File: src/grapheme_cluster_boundary_macros.svh
// assertion macros for the grapheme cluster boundary block
`ifndef GRAPHEME_CLUSTER_BOUNDARY_MACROS_SVH
`define GRAPHEME_CLUSTER_BOUNDARY_MACROS_SVH

// same-cycle implication, checked outside reset
`define GCB_ASSERT_NOW(label, clk, rst, ante, cons, msg) \
   label: assert property (@(posedge clk) disable iff (rst) (ante) |-> (cons)) \
      else $error(msg);

// next-cycle implication, checked outside reset
`define GCB_ASSERT_NEXT(label, clk, rst, ante, cons, msg) \
   label: assert property (@(posedge clk) disable iff (rst) (ante) |=> (cons)) \
      else $error(msg);

`endif

File: src/gcb_pkg.sv
// types, codes and helpers shared by the grapheme cluster boundary block
package gcb_pkg;

   localparam int CpWidth    = 21;
   localparam int ClassWidth = 4;
   localparam int IncbWidth  = 2;
   localparam int OffWidth   = 14;

   localparam logic [ClassWidth-1:0] CLASS_OTHER   = 4'd0;
   localparam logic [ClassWidth-1:0] CLASS_CR      = 4'd1;
   localparam logic [ClassWidth-1:0] CLASS_LF      = 4'd2;
   localparam logic [ClassWidth-1:0] CLASS_CONTROL = 4'd3;
   localparam logic [ClassWidth-1:0] CLASS_EXTEND  = 4'd4;
   localparam logic [ClassWidth-1:0] CLASS_ZWJ     = 4'd5;
   localparam logic [ClassWidth-1:0] CLASS_RI      = 4'd6;
   localparam logic [ClassWidth-1:0] CLASS_PREPEND = 4'd7;
   localparam logic [ClassWidth-1:0] CLASS_SPACING = 4'd8;
   localparam logic [ClassWidth-1:0] CLASS_L       = 4'd9;
   localparam logic [ClassWidth-1:0] CLASS_V       = 4'd10;
   localparam logic [ClassWidth-1:0] CLASS_T       = 4'd11;
   localparam logic [ClassWidth-1:0] CLASS_LV      = 4'd12;
   localparam logic [ClassWidth-1:0] CLASS_LVT     = 4'd13;

   localparam logic [IncbWidth-1:0] INCB_NONE      = 2'd0;
   localparam logic [IncbWidth-1:0] INCB_CONSONANT = 2'd1;
   localparam logic [IncbWidth-1:0] INCB_LINKER    = 2'd2;
   localparam logic [IncbWidth-1:0] INCB_EXTEND    = 2'd3;

   localparam logic [1:0] PROG_IDLE      = 2'd0;
   localparam logic [1:0] PROG_CONSONANT = 2'd1;
   localparam logic [1:0] PROG_LINKED    = 2'd2;

   localparam logic [CpWidth-1:0] HANGUL_FIRST = 21'h00AC00;
   localparam logic [CpWidth-1:0] HANGUL_LAST  = 21'h00D7A3;

   localparam logic REG_CONJUNCT_ENABLE = 1'b0;

   typedef struct packed {
      logic                  text_start;
      logic [ClassWidth-1:0] cls;
      logic                  pic;
      logic [IncbWidth-1:0]  incb;
   } item_type;

   function automatic logic is_control(input logic [ClassWidth-1:0] c);
      return c == CLASS_CR || c == CLASS_LF || c == CLASS_CONTROL;
   endfunction

   // offset mod 28 == 0: low two bits clear and offset/4 mod 7 == 0 (octal digit sum)
   function automatic logic hangul_is_lv(input logic [OffWidth-1:0] offset);
      logic [11:0] q;
      logic [4:0]  s1;
      logic [3:0]  s2;
      q  = offset[13:2];
      s1 = 5'(q[2:0]) + 5'(q[5:3]) + 5'(q[8:6]) + 5'(q[11:9]);
      s2 = 4'(s1[4:3]) + 4'(s1[2:0]);
      return (offset[1:0] == 2'b00) && (s2 == 4'd0 || s2 == 4'd7);
   endfunction

endpackage

File: src/gcb_req_if.sv
// input channel: one code point with its table properties per transfer
interface gcb_req_if;
   logic                             valid;
   logic                             ready;
   logic                             text_start;
   logic [gcb_pkg::CpWidth-1:0]      code_point;
   logic [gcb_pkg::ClassWidth-1:0]   table_class;
   logic                             ext_pictographic;
   logic [gcb_pkg::IncbWidth-1:0]    conjunct_class;

   modport source (
      output valid, text_start, code_point, table_class, ext_pictographic, conjunct_class,
      input  ready
   );
   modport sink (
      input  valid, text_start, code_point, table_class, ext_pictographic, conjunct_class,
      output ready
   );
endinterface

File: src/gcb_rsp_if.sv
// result channel: one boundary flag per transfer
interface gcb_rsp_if;
   logic valid;
   logic ready;
   logic boundary_before;

   modport source (
      output valid, boundary_before,
      input  ready
   );
   modport sink (
      input  valid, boundary_before,
      output ready
   );
endinterface

File: src/gcb_csr.sv
// configuration register file with apb-style access
module gcb_csr (
   input  logic        clock,
   input  logic        reset,
   input  logic        psel,
   input  logic        penable,
   input  logic        pwrite,
   input  logic        paddr,
   input  logic [31:0] pwdata,
   output logic [31:0] prdata,
   output logic        pready,
   output logic        conjunct_enable
);
   logic conjunct_enable_ff;
   logic conjunct_enable_in;
   logic wr_en;

   assign pready = 1'b1;
   assign wr_en  = psel && penable && pwrite && pready;

   always_comb begin
      conjunct_enable_in = conjunct_enable_ff;
      if (wr_en && paddr == gcb_pkg::REG_CONJUNCT_ENABLE) begin
         conjunct_enable_in = pwdata[0];
      end
   end

   always_ff @(posedge clock) begin
      if (reset) begin
         conjunct_enable_ff <= 1'b1;
      end else begin
         conjunct_enable_ff <= conjunct_enable_in;
      end
   end

   always_comb begin
      prdata = 32'd0;
      if (paddr == gcb_pkg::REG_CONJUNCT_ENABLE) begin
         prdata = {31'd0, conjunct_enable_ff};
      end
   end

   assign conjunct_enable = conjunct_enable_ff;
endmodule

File: src/gcb_classify.sv
// hangul syllable override of the table properties
module gcb_classify (
   input  logic                           text_start,
   input  logic [gcb_pkg::CpWidth-1:0]    code_point,
   input  logic [gcb_pkg::ClassWidth-1:0] table_class,
   input  logic                           ext_pictographic,
   input  logic [gcb_pkg::IncbWidth-1:0]  conjunct_class,
   output gcb_pkg::item_type              item
);
   logic                             in_hangul;
   logic [gcb_pkg::OffWidth-1:0]     offset;

   assign in_hangul = code_point >= gcb_pkg::HANGUL_FIRST &&
                      code_point <= gcb_pkg::HANGUL_LAST;
   assign offset    = gcb_pkg::OffWidth'(code_point - gcb_pkg::HANGUL_FIRST);

   always_comb begin
      item.text_start = text_start;
      item.cls        = table_class;
      item.pic        = ext_pictographic;
      item.incb       = conjunct_class;
      if (in_hangul) begin
         item.cls  = gcb_pkg::hangul_is_lv(offset) ? gcb_pkg::CLASS_LV : gcb_pkg::CLASS_LVT;
         item.pic  = 1'b0;
         item.incb = gcb_pkg::INCB_NONE;
      end
   end
endmodule

File: src/gcb_rules.sv
// boundary rules and the open-cluster context registers
module gcb_rules (
   input  logic              clock,
   input  logic              reset,
   input  logic              advance,
   input  logic              conjunct_enable,
   input  gcb_pkg::item_type item,
   output logic              boundary
);
   logic [gcb_pkg::ClassWidth-1:0] last_class_ff, last_class_in;
   logic                           in_pic_ff, in_pic_in;
   logic                           pic_joiner_ff, pic_joiner_in;
   logic [1:0]                     progress_ff, progress_in;
   logic                           ri_odd_ff, ri_odd_in;
   logic                           joins;
   logic                           hangul_join;
   logic                           extend_join;
   logic                           conjunct_join;
   logic                           emoji_join;
   logic                           ri_join;
   logic [gcb_pkg::ClassWidth-1:0] prev;
   logic [gcb_pkg::ClassWidth-1:0] cur;

   assign prev = last_class_ff;
   assign cur  = item.cls;

   always_comb begin
      hangul_join =
         (prev == gcb_pkg::CLASS_L && (cur == gcb_pkg::CLASS_L || cur == gcb_pkg::CLASS_V ||
                                       cur == gcb_pkg::CLASS_LV || cur == gcb_pkg::CLASS_LVT)) ||
         ((prev == gcb_pkg::CLASS_LV || prev == gcb_pkg::CLASS_V) &&
          (cur == gcb_pkg::CLASS_V || cur == gcb_pkg::CLASS_T)) ||
         ((prev == gcb_pkg::CLASS_LVT || prev == gcb_pkg::CLASS_T) && cur == gcb_pkg::CLASS_T);
      extend_join = cur == gcb_pkg::CLASS_EXTEND || cur == gcb_pkg::CLASS_ZWJ ||
                    cur == gcb_pkg::CLASS_SPACING || prev == gcb_pkg::CLASS_PREPEND;
      conjunct_join = item.incb == gcb_pkg::INCB_CONSONANT &&
                      progress_ff == gcb_pkg::PROG_LINKED && conjunct_enable;
      emoji_join = item.pic && prev == gcb_pkg::CLASS_ZWJ && pic_joiner_ff;
      ri_join    = prev == gcb_pkg::CLASS_RI && cur == gcb_pkg::CLASS_RI && ri_odd_ff;

      if (prev == gcb_pkg::CLASS_CR && cur == gcb_pkg::CLASS_LF) begin
         joins = 1'b1;
      end else if (gcb_pkg::is_control(prev) || gcb_pkg::is_control(cur)) begin
         joins = 1'b0;
      end else begin
         joins = hangul_join || extend_join || conjunct_join || emoji_join || ri_join;
      end
   end

   assign boundary = item.text_start || !joins;

   always_comb begin
      last_class_in = last_class_ff;
      in_pic_in     = in_pic_ff;
      pic_joiner_in = pic_joiner_ff;
      progress_in   = progress_ff;
      ri_odd_in     = ri_odd_ff;
      if (advance) begin
         last_class_in = cur;
         if (boundary) begin
            in_pic_in     = item.pic;
            pic_joiner_in = 1'b0;
            progress_in   = (item.incb == gcb_pkg::INCB_CONSONANT) ?
                            gcb_pkg::PROG_CONSONANT : gcb_pkg::PROG_IDLE;
            ri_odd_in     = cur == gcb_pkg::CLASS_RI;
         end else begin
            pic_joiner_in = cur == gcb_pkg::CLASS_ZWJ && in_pic_ff;
            if (item.pic) begin
               in_pic_in = 1'b1;
            end else if (cur != gcb_pkg::CLASS_EXTEND) begin
               in_pic_in = 1'b0;
            end
            case (item.incb)
               gcb_pkg::INCB_CONSONANT: progress_in = gcb_pkg::PROG_CONSONANT;
               gcb_pkg::INCB_LINKER: begin
                  if (progress_ff != gcb_pkg::PROG_IDLE) begin
                     progress_in = gcb_pkg::PROG_LINKED;
                  end
               end
               gcb_pkg::INCB_NONE: progress_in = gcb_pkg::PROG_IDLE;
               default: progress_in = progress_ff;
            endcase
            ri_odd_in = (cur == gcb_pkg::CLASS_RI) ? !ri_odd_ff : 1'b0;
         end
      end
   end

   always_ff @(posedge clock) begin
      if (reset) begin
         last_class_ff <= gcb_pkg::CLASS_OTHER;
         in_pic_ff     <= 1'b0;
         pic_joiner_ff <= 1'b0;
         progress_ff   <= gcb_pkg::PROG_IDLE;
         ri_odd_ff     <= 1'b0;
      end else begin
         last_class_ff <= last_class_in;
         in_pic_ff     <= in_pic_in;
         pic_joiner_ff <= pic_joiner_in;
         progress_ff   <= progress_in;
         ri_odd_ff     <= ri_odd_in;
      end
   end
endmodule

File: src/grapheme_cluster_boundary.sv
// Extended grapheme cluster boundary detector. Each transfer on req_chan carries one
// code point with its break class, pictographic flag and Indic conjunct class; each
// transfer on rsp_chan returns one flag saying whether a cluster starts at that code
// point, in input order. One code point is taken every clock cycle while the result
// side keeps up; a result passes through the input register, then the result register,
// where it waits until it is taken. A result that waits holds the input register, and
// with both registers full and the result not taken the input side stalls. The rate is
// set by the context registers and their update loop.
// Register 0 at byte address 0 (bit 0, reset 1) enables the Indic conjunct rule.
// No clearing pass follows reset.
`include "grapheme_cluster_boundary_macros.svh"
module grapheme_cluster_boundary (
   input  logic        clock,
   input  logic        reset,
   gcb_req_if.sink     req_chan,
   gcb_rsp_if.source   rsp_chan,
   input  logic        psel,
   input  logic        penable,
   input  logic        pwrite,
   input  logic        paddr,
   input  logic [31:0] pwdata,
   output logic [31:0] prdata,
   output logic        pready
);
   logic                           in_valid_ff, in_valid_in;
   logic                           in_start_ff;
   logic [gcb_pkg::CpWidth-1:0]    in_code_point_ff;
   logic [gcb_pkg::ClassWidth-1:0] in_class_ff;
   logic                           in_pic_ff;
   logic [gcb_pkg::IncbWidth-1:0]  in_incb_ff;
   logic                           rsp_valid_ff, rsp_valid_in;
   logic                           rsp_boundary_ff, rsp_boundary_in;
   logic                           advance;
   logic                           req_take;
   logic                           conjunct_enable;
   logic                           boundary;
   gcb_pkg::item_type              item;

   gcb_csr u_csr (
      .clock           (clock),
      .reset           (reset),
      .psel            (psel),
      .penable         (penable),
      .pwrite          (pwrite),
      .paddr           (paddr),
      .pwdata          (pwdata),
      .prdata          (prdata),
      .pready          (pready),
      .conjunct_enable (conjunct_enable)
   );

   gcb_classify u_classify (
      .text_start       (in_start_ff),
      .code_point       (in_code_point_ff),
      .table_class      (in_class_ff),
      .ext_pictographic (in_pic_ff),
      .conjunct_class   (in_incb_ff),
      .item             (item)
   );

   gcb_rules u_rules (
      .clock           (clock),
      .reset           (reset),
      .advance         (advance),
      .conjunct_enable (conjunct_enable),
      .item            (item),
      .boundary        (boundary)
   );

   assign advance        = in_valid_ff && (!rsp_valid_ff || rsp_chan.ready);
   assign req_chan.ready = !in_valid_ff || advance;
   assign req_take       = req_chan.valid && req_chan.ready;

   always_comb begin
      in_valid_in = in_valid_ff;
      if (req_chan.ready) begin
         in_valid_in = req_chan.valid;
      end
      rsp_valid_in    = rsp_valid_ff;
      rsp_boundary_in = rsp_boundary_ff;
      if (advance) begin
         rsp_valid_in    = 1'b1;
         rsp_boundary_in = boundary;
      end else if (rsp_chan.ready) begin
         rsp_valid_in = 1'b0;
      end
   end

   always_ff @(posedge clock) begin
      if (reset) begin
         in_valid_ff  <= 1'b0;
         rsp_valid_ff <= 1'b0;
      end else begin
         in_valid_ff  <= in_valid_in;
         rsp_valid_ff <= rsp_valid_in;
      end
   end

   always_ff @(posedge clock) begin
      rsp_boundary_ff <= rsp_boundary_in;
      if (req_take) begin
         in_start_ff      <= req_chan.text_start;
         in_code_point_ff <= req_chan.code_point;
         in_class_ff      <= req_chan.table_class;
         in_pic_ff        <= req_chan.ext_pictographic;
         in_incb_ff       <= req_chan.conjunct_class;
      end
   end

   assign rsp_chan.valid           = rsp_valid_ff;
   assign rsp_chan.boundary_before = rsp_boundary_ff;

   `GCB_ASSERT_NEXT(a_start_breaks, clock, reset, advance && in_start_ff,
                    rsp_valid_ff && rsp_boundary_ff, "text start without boundary")
   `GCB_ASSERT_NEXT(a_advance_fills, clock, reset, advance, rsp_valid_ff,
                    "result lost after advance")
   `GCB_ASSERT_NOW(a_stall_cause, clock, reset, !req_chan.ready,
                   in_valid_ff && rsp_valid_ff && !rsp_chan.ready,
                   "input stalled without downstream stall")
endmodule
File: src/flat_wrapper.sv
// flat-port wrapper written by rule: the top's interface ports become plain ports
module grapheme_cluster_boundary_flat 
  (clock, reset, psel, penable, pwrite, paddr, pwdata, prdata, pready, req_chan_valid, req_chan_text_start, req_chan_code_point, req_chan_table_class, req_chan_ext_pictographic, req_chan_conjunct_class, req_chan_ready, rsp_chan_valid, rsp_chan_boundary_before, rsp_chan_ready);
  gcb_req_if req_chan_i ();
  gcb_rsp_if rsp_chan_i ();
  input  logic clock;
  input  logic reset;
  input  logic psel;
  input  logic penable;
  input  logic pwrite;
  input  logic paddr;
  input  logic [31:0] pwdata;
  output logic [31:0] prdata;
  output logic pready;
  input wire logic [$bits(req_chan_i.valid)-1:0] req_chan_valid;
  input wire logic [$bits(req_chan_i.text_start)-1:0] req_chan_text_start;
  input wire logic [$bits(req_chan_i.code_point)-1:0] req_chan_code_point;
  input wire logic [$bits(req_chan_i.table_class)-1:0] req_chan_table_class;
  input wire logic [$bits(req_chan_i.ext_pictographic)-1:0] req_chan_ext_pictographic;
  input wire logic [$bits(req_chan_i.conjunct_class)-1:0] req_chan_conjunct_class;
  output wire logic [$bits(req_chan_i.ready)-1:0] req_chan_ready;
  output wire logic [$bits(rsp_chan_i.valid)-1:0] rsp_chan_valid;
  output wire logic [$bits(rsp_chan_i.boundary_before)-1:0] rsp_chan_boundary_before;
  input wire logic [$bits(rsp_chan_i.ready)-1:0] rsp_chan_ready;
  assign req_chan_i.valid = req_chan_valid;
  assign req_chan_i.text_start = req_chan_text_start;
  assign req_chan_i.code_point = req_chan_code_point;
  assign req_chan_i.table_class = req_chan_table_class;
  assign req_chan_i.ext_pictographic = req_chan_ext_pictographic;
  assign req_chan_i.conjunct_class = req_chan_conjunct_class;
  assign req_chan_ready = req_chan_i.ready;
  assign rsp_chan_valid = rsp_chan_i.valid;
  assign rsp_chan_boundary_before = rsp_chan_i.boundary_before;
  assign rsp_chan_i.ready = rsp_chan_ready;
  grapheme_cluster_boundary u_core (.clock(clock), .reset(reset), .req_chan(req_chan_i), .rsp_chan(rsp_chan_i), .psel(psel), .penable(penable), .pwrite(pwrite), .paddr(paddr), .pwdata(pwdata), .prdata(prdata), .pready(pready));
endmodule
File: config.mk
export PLATFORM = sky130hd
export DESIGN_NAME = grapheme_cluster_boundary_flat
export DESIGN_NICKNAME = d
export VERILOG_FILES = /design/src/gcb_pkg.sv /design/src/gcb_req_if.sv /design/src/gcb_rsp_if.sv /design/src/gcb_csr.sv /design/src/gcb_classify.sv /design/src/gcb_rules.sv /design/src/grapheme_cluster_boundary.sv /design/src/flat_wrapper.sv
export VERILOG_INCLUDE_DIRS = /design/src /design/src/src
export SDC_FILE = /design/constraint.sdc
export NUM_CORES = 1
export LEC_CHECK = 0
export BUFFER_PORTS_ARGS = -buffer_cell sky130_fd_sc_hd__buf_4
export CORE_MARGIN = 5
export CORE_UTILIZATION = 48
export DETAILED_ROUTE_END_ITERATION = 10
export GPL_ROUTABILITY_DRIVEN = 0
export MAX_ROUTING_LAYER = met4
export PLACE_DENSITY = 0.91
export SLEW_MARGIN = 20
export SYNTH_ARGS = -nofsm -noshare
export SYNTH_HDL_FRONTEND = slang
export SYNTH_HIERARCHICAL = 1
export SYNTH_SLANG_ARGS = --single-unit
File: constraint.sdc
create_clock -name clock -period 6.4 [get_ports clock]
set_input_delay 1.28 -clock clock [delete_from_list [all_inputs] [get_ports clock]]
set_output_delay 1.28 -clock clock [all_outputs]
set_load 0.05 [all_outputs]
==> Flow_metrics.wiki <==
{| class="wikitable"
! Metric !! Value
|-
| Cell type contributing the most total cell area after synthesis || edfxtp_1
|-
| Die Outline Area || roughly 6800 µm²
|-
| Post-layout utilization of the core || 0.559
|-
| Synthesis-to-finish area growth || 13.4%
|-
| Core region area || just over 5000 µm²
|-
| Critical path startpoint category || flop
|-
| Outcome || complete, no violations
|-
| # hold bufs at CTS || 0
|-
| Leakage power || around 0.0012 µW
|-
| Worst-case vdd ir drop || roughly 0.2 mV
|-
| Warnings from Yosys || 6
|-
| Distinct cells, synth || 54
|-
| Share of synthesized registers carrying an async set or reset || 0
|-
| Dominant cell type by count on the critical path || fa_1
|-
| Count of mapped cells out of synthesis || 220
|-
| Post-synth top flop || edfxtp_1
|-
| Synth top area share || 0.360
|-
| Remaining antenna violation count after routing || 0
|-
| Die Wd || about 82 µm
|-
| Total number of H-tree levels || 2
|-
| Crit share post-route || 0.863
|-
| Via count of the first global-routing pass || between 1,500 and 2,000
|-
| Number of buffer cells added on primary ports || a little over 40
|-
| Area taken by flip-flops and latches || 1140 µm²
|-
| Max-capacitance violation count || 0
|-
| Areal power density over the cells || between 200 and 250 nW/µm²
|-
| Number of clock buffers inserted by TritonCTS || 5
|-
| Worst-path cell with the longest stage delay || fa_1
|-
| Ranking of synthesized cells by area || edfxtp_1 36%, buf_4 10%, dfxtp_1 9.6%
|-
| Kind of cell with the highest combined delay on the critical path || adder cells
|-
| Post-layout min period || 5.52 ns
|-
| Final-report max-slew violation count || 0
|-
| Setup Buffers After CTS || 0
|-
| Final layout net count || approximately 350
|-
| Detailed-router iteration count before antenna repair || 4
|-
| Area used by multi-input combinational logic || around 1100 µm²
|-
| Total gr overflow || 0
|-
| Total standard cell area after synthesis || roughly 2500 µm²
|-
| Count of buffering cells on the critical path with inverters included || 2
|-
| Global-route wire length before repair || around 7700 µm
|-
| Std cell rows || 26
|-
| TritonCTS clock tree || yes
|-
| Top-Level Pins || between 100 and 150
|-
| Internal portion of total power || 469 µW
|-
| Syn Area/Cell || 11.4 µm²
|-
| Antenna violations before repair || 0
|-
| Vertical extent of the die || ~82 µm
|-
| Post-Route WL || 4680 µm
|-
| Ratio of routed vias to standard cells || between 5 and 6
|-
| Sequential element share of the synthesized area || 0.456
|-
| Fin. Hold Viols || 0
|-
| Power share of the clock group || 0.254
|-
| Filler cell count in the final layout || 390
|-
| Crit path capture type || flop
|-
| Post-synthesis register bit count || between 40 and 50
|-
| Series of cell instances along the critical path || ha_1 > xnor2_1 > fa_1 > inv_1 > fa_1 > inv_1 > ha_1 > fa_1 > xor2_1 > ha_1 > fa_1 > xor2_1 > and3_1 > o221ai_1 > mux2_4 > nor2_1 > nand4b_1 > o21ai_1 > o311ai_4 > a2111oi_2
|-
| Switching share of power || 0.326
|-
| Initial DRC Count || 83
|-
| Clock insertion delay at the later pin of the skew report || approximately 0.3 ns
|-
| Max Clock Freq || 0.181 GHz
|-
| Number of flops mapped to enable cells by yosys || 30
|-
| Required time of the critical path || ~6.6 ns
|-
| DRC violation count after routing || 0
|-
| Worst hold path class || flop to flop
|-
| RSZ-0062 raised after global routing || false
|-
| Classification of the worst setup path || flop to flop
|-
| Final-layout setup total negative slack || 0 ns
|-
| Endpoint arrival time on the critical path || 5.72 ns
|-
| Clock root buffer || clkbuf_8
|-
| Cts repair resizes || 0
|-
| Final setup violation count || 0
|-
| Worst clock skew || ~0.009 ns
|-
| Portion of total power attributed to combinational logic || 0.290
|-
| Crit-path max FO || 7
|-
| Initial Utilization || 0.493
|-
| Share of power burned in registers || 0.457
|-
| Total number of vias || between 1,500 and 2,000
|-
| Highest cell delay on the worst timing path || between 0.5 and 0.6 ns
|-
| Clock slew at reported path FFs || 0.08 ns
|-
| Maximum number of buffers from clock root to sink || 2
|-
| Overall Global Routing Usage || 0.155
|-
| Per-cell routed wire length || about 14 µm
|-
| Antenna fix cells || 0
|-
| Net switching power || between 200 and 250 µW
|-
| Num Clock Sinks || 42
|-
| Proportion of layout cells with a drive suffix above 1 || 0.229
|-
| Post-DP HPWL || between 3000 and 4000 µm
|-
| Maximum number of pins on one net before global-route repair || 30
|}
## logic make-up (layout without fill, tap and decap cells)
kind of cell | after synthesis | count (layout) | synth area share
AO/OA/AOI/OAI | 28 | 28 | 0.0905
XOR/XNOR | 6 | 6 | 0.0210
adder cells (fa/ha/maj) | 15 | 15 | 0.0960
buffers and inverters | 59 | 71 | 0.140
flip-flops | 42 | 42 | 0.456
multiplexers | 6 | 6 | 0.0260
other | 2 | 32 | 0.00300
AND/OR/NAND/NOR | 62 | 62 | 0.167
## tightest hold or removal path: stages, from the launching register on
cell and delay, ns:
dfxtp_1 0.34, inv_1 0.06, a21oi_1 0.05
## stage by stage
stage	instance area, µm²	worst slack, ns	hold slack (ns)	power (µW)	cells
2_1_floorplan	2610	1.31	0.452	489	250
3_3_place_gp	2740	1.11	0.469	509	324
3_5_place_dp	2740	0.953	0.486	522	324
4_1_cts	2840	0.905	0.497	698	332
5_1_grt	2840	0.572	0.543	742	332
6_report	2840	0.877	0.494	696	332
## cell usage in the layout, fill, tap and decap left out, types with 3 or more instances in the layout
| master | instances |
|---|---|
| ha_1 | 8 |
| and2_1 | 4 |
| a31oi_1 | 4 |
| buf_4 | 41 |
| fa_1 | 7 |
| nand2_1 | 5 |
| clkbuf_8 | 6 |
| nor2b_1 | 5 |
| nand2b_1 | 5 |
| inv_1 | 22 |
| a21oi_1 | 5 |
| dfxtp_1 | 12 |
| nand4b_1 | 6 |
| nor3_1 | 3 |
| conb_1 | 32 |
| edfxtp_1 | 30 |
| mux2i_1 | 5 |
| a21o_1 | 3 |
| xor2_1 | 4 |
| nand3_1 | 3 |
| nor2_1 | 11 |
## layer usage
layer | share of wire | track usage | vias to the layer above
met1 | 0.39 | 0.178 | 801
met3 | 0.083 | 0.0282 | 19
li1 | - | - | 791
met2 | 0.50 | 0.260 | 108
met4 | 0.030 | 0.0748 | 0
met5 | 0 | - | -
## worst paths after layout
kind                                    startpoint                                    endpoint  slack [ns]  cells after the start
min                u_core/in_valid_ff$_SDFFE_PP0P_          u_core/rsp_chan.valid$_SDFFE_PP0P_        0.49                      2
max reg2reg  u_core/in_code_point_ff[10]$_DFFE_PP_  u_core/u_rules/progress_ff[1]$_SDFFE_PP0P_        0.88                     20
min reg2reg        u_core/in_valid_ff$_SDFFE_PP0P_          u_core/rsp_chan.valid$_SDFFE_PP0P_        0.49                      2
max          u_core/in_code_point_ff[10]$_DFFE_PP_  u_core/u_rules/progress_ff[1]$_SDFFE_PP0P_        0.88                     20
## power groups by stage
stage | clock network [µW] | registers, µW | logic, µW
3_3_place_gp | 0 | 323 | 186
2_1_floorplan | 0 | 322 | 167
6_report | 176 | 318 | 202
3_5_place_dp | 0 | 323 | 198
5_1_grt | 194 | 319 | 228
4_1_cts | 180 | 318 | 200
## cells in the mapped netlist, types with 2 or more instances
cell,number
a21o_1,3
a21oi_1,5
a31oi_1,4
and2_1,4
buf_4,34
clkbuf_1,2
conb_1,2
dfxtp_1,12
edfxtp_1,30
fa_1,7
ha_1,8
inv_1,22
mux2i_1,5
nand2_1,5
nand2b_1,5
nand3_1,3
nand3b_1,2
nand4_1,2
nand4b_1,6
nor2_1,11
nor2b_1,5
nor3_1,3
nor4_1,2
nor4b_1,2
o31ai_1,2
o32ai_1,2
xnor2_1,2
xor2_1,4
## flip-flops by register name, indices dropped and copies added, names as in the netlist, 2 cells and up
signal / count
u_core/in_incb_ff: 2
u_core/in_code_point_ff: 21
u_core/u_rules/progress_ff: 2
u_core/in_class_ff: 4
u_core/u_rules/last_class_ff: 4
## layout make-up
class	count	share of cell area
Timing Repair Buffer	41	0.109
Clock buffer	6	0.0291
Tap cell	70	0.0309
Inverter	22	0.0291
Multi-Input combinational cell	149	0.396
Clock inverter	2	0.00441
Sequential cell	42	0.402
(Power assumes the default switching activity.)
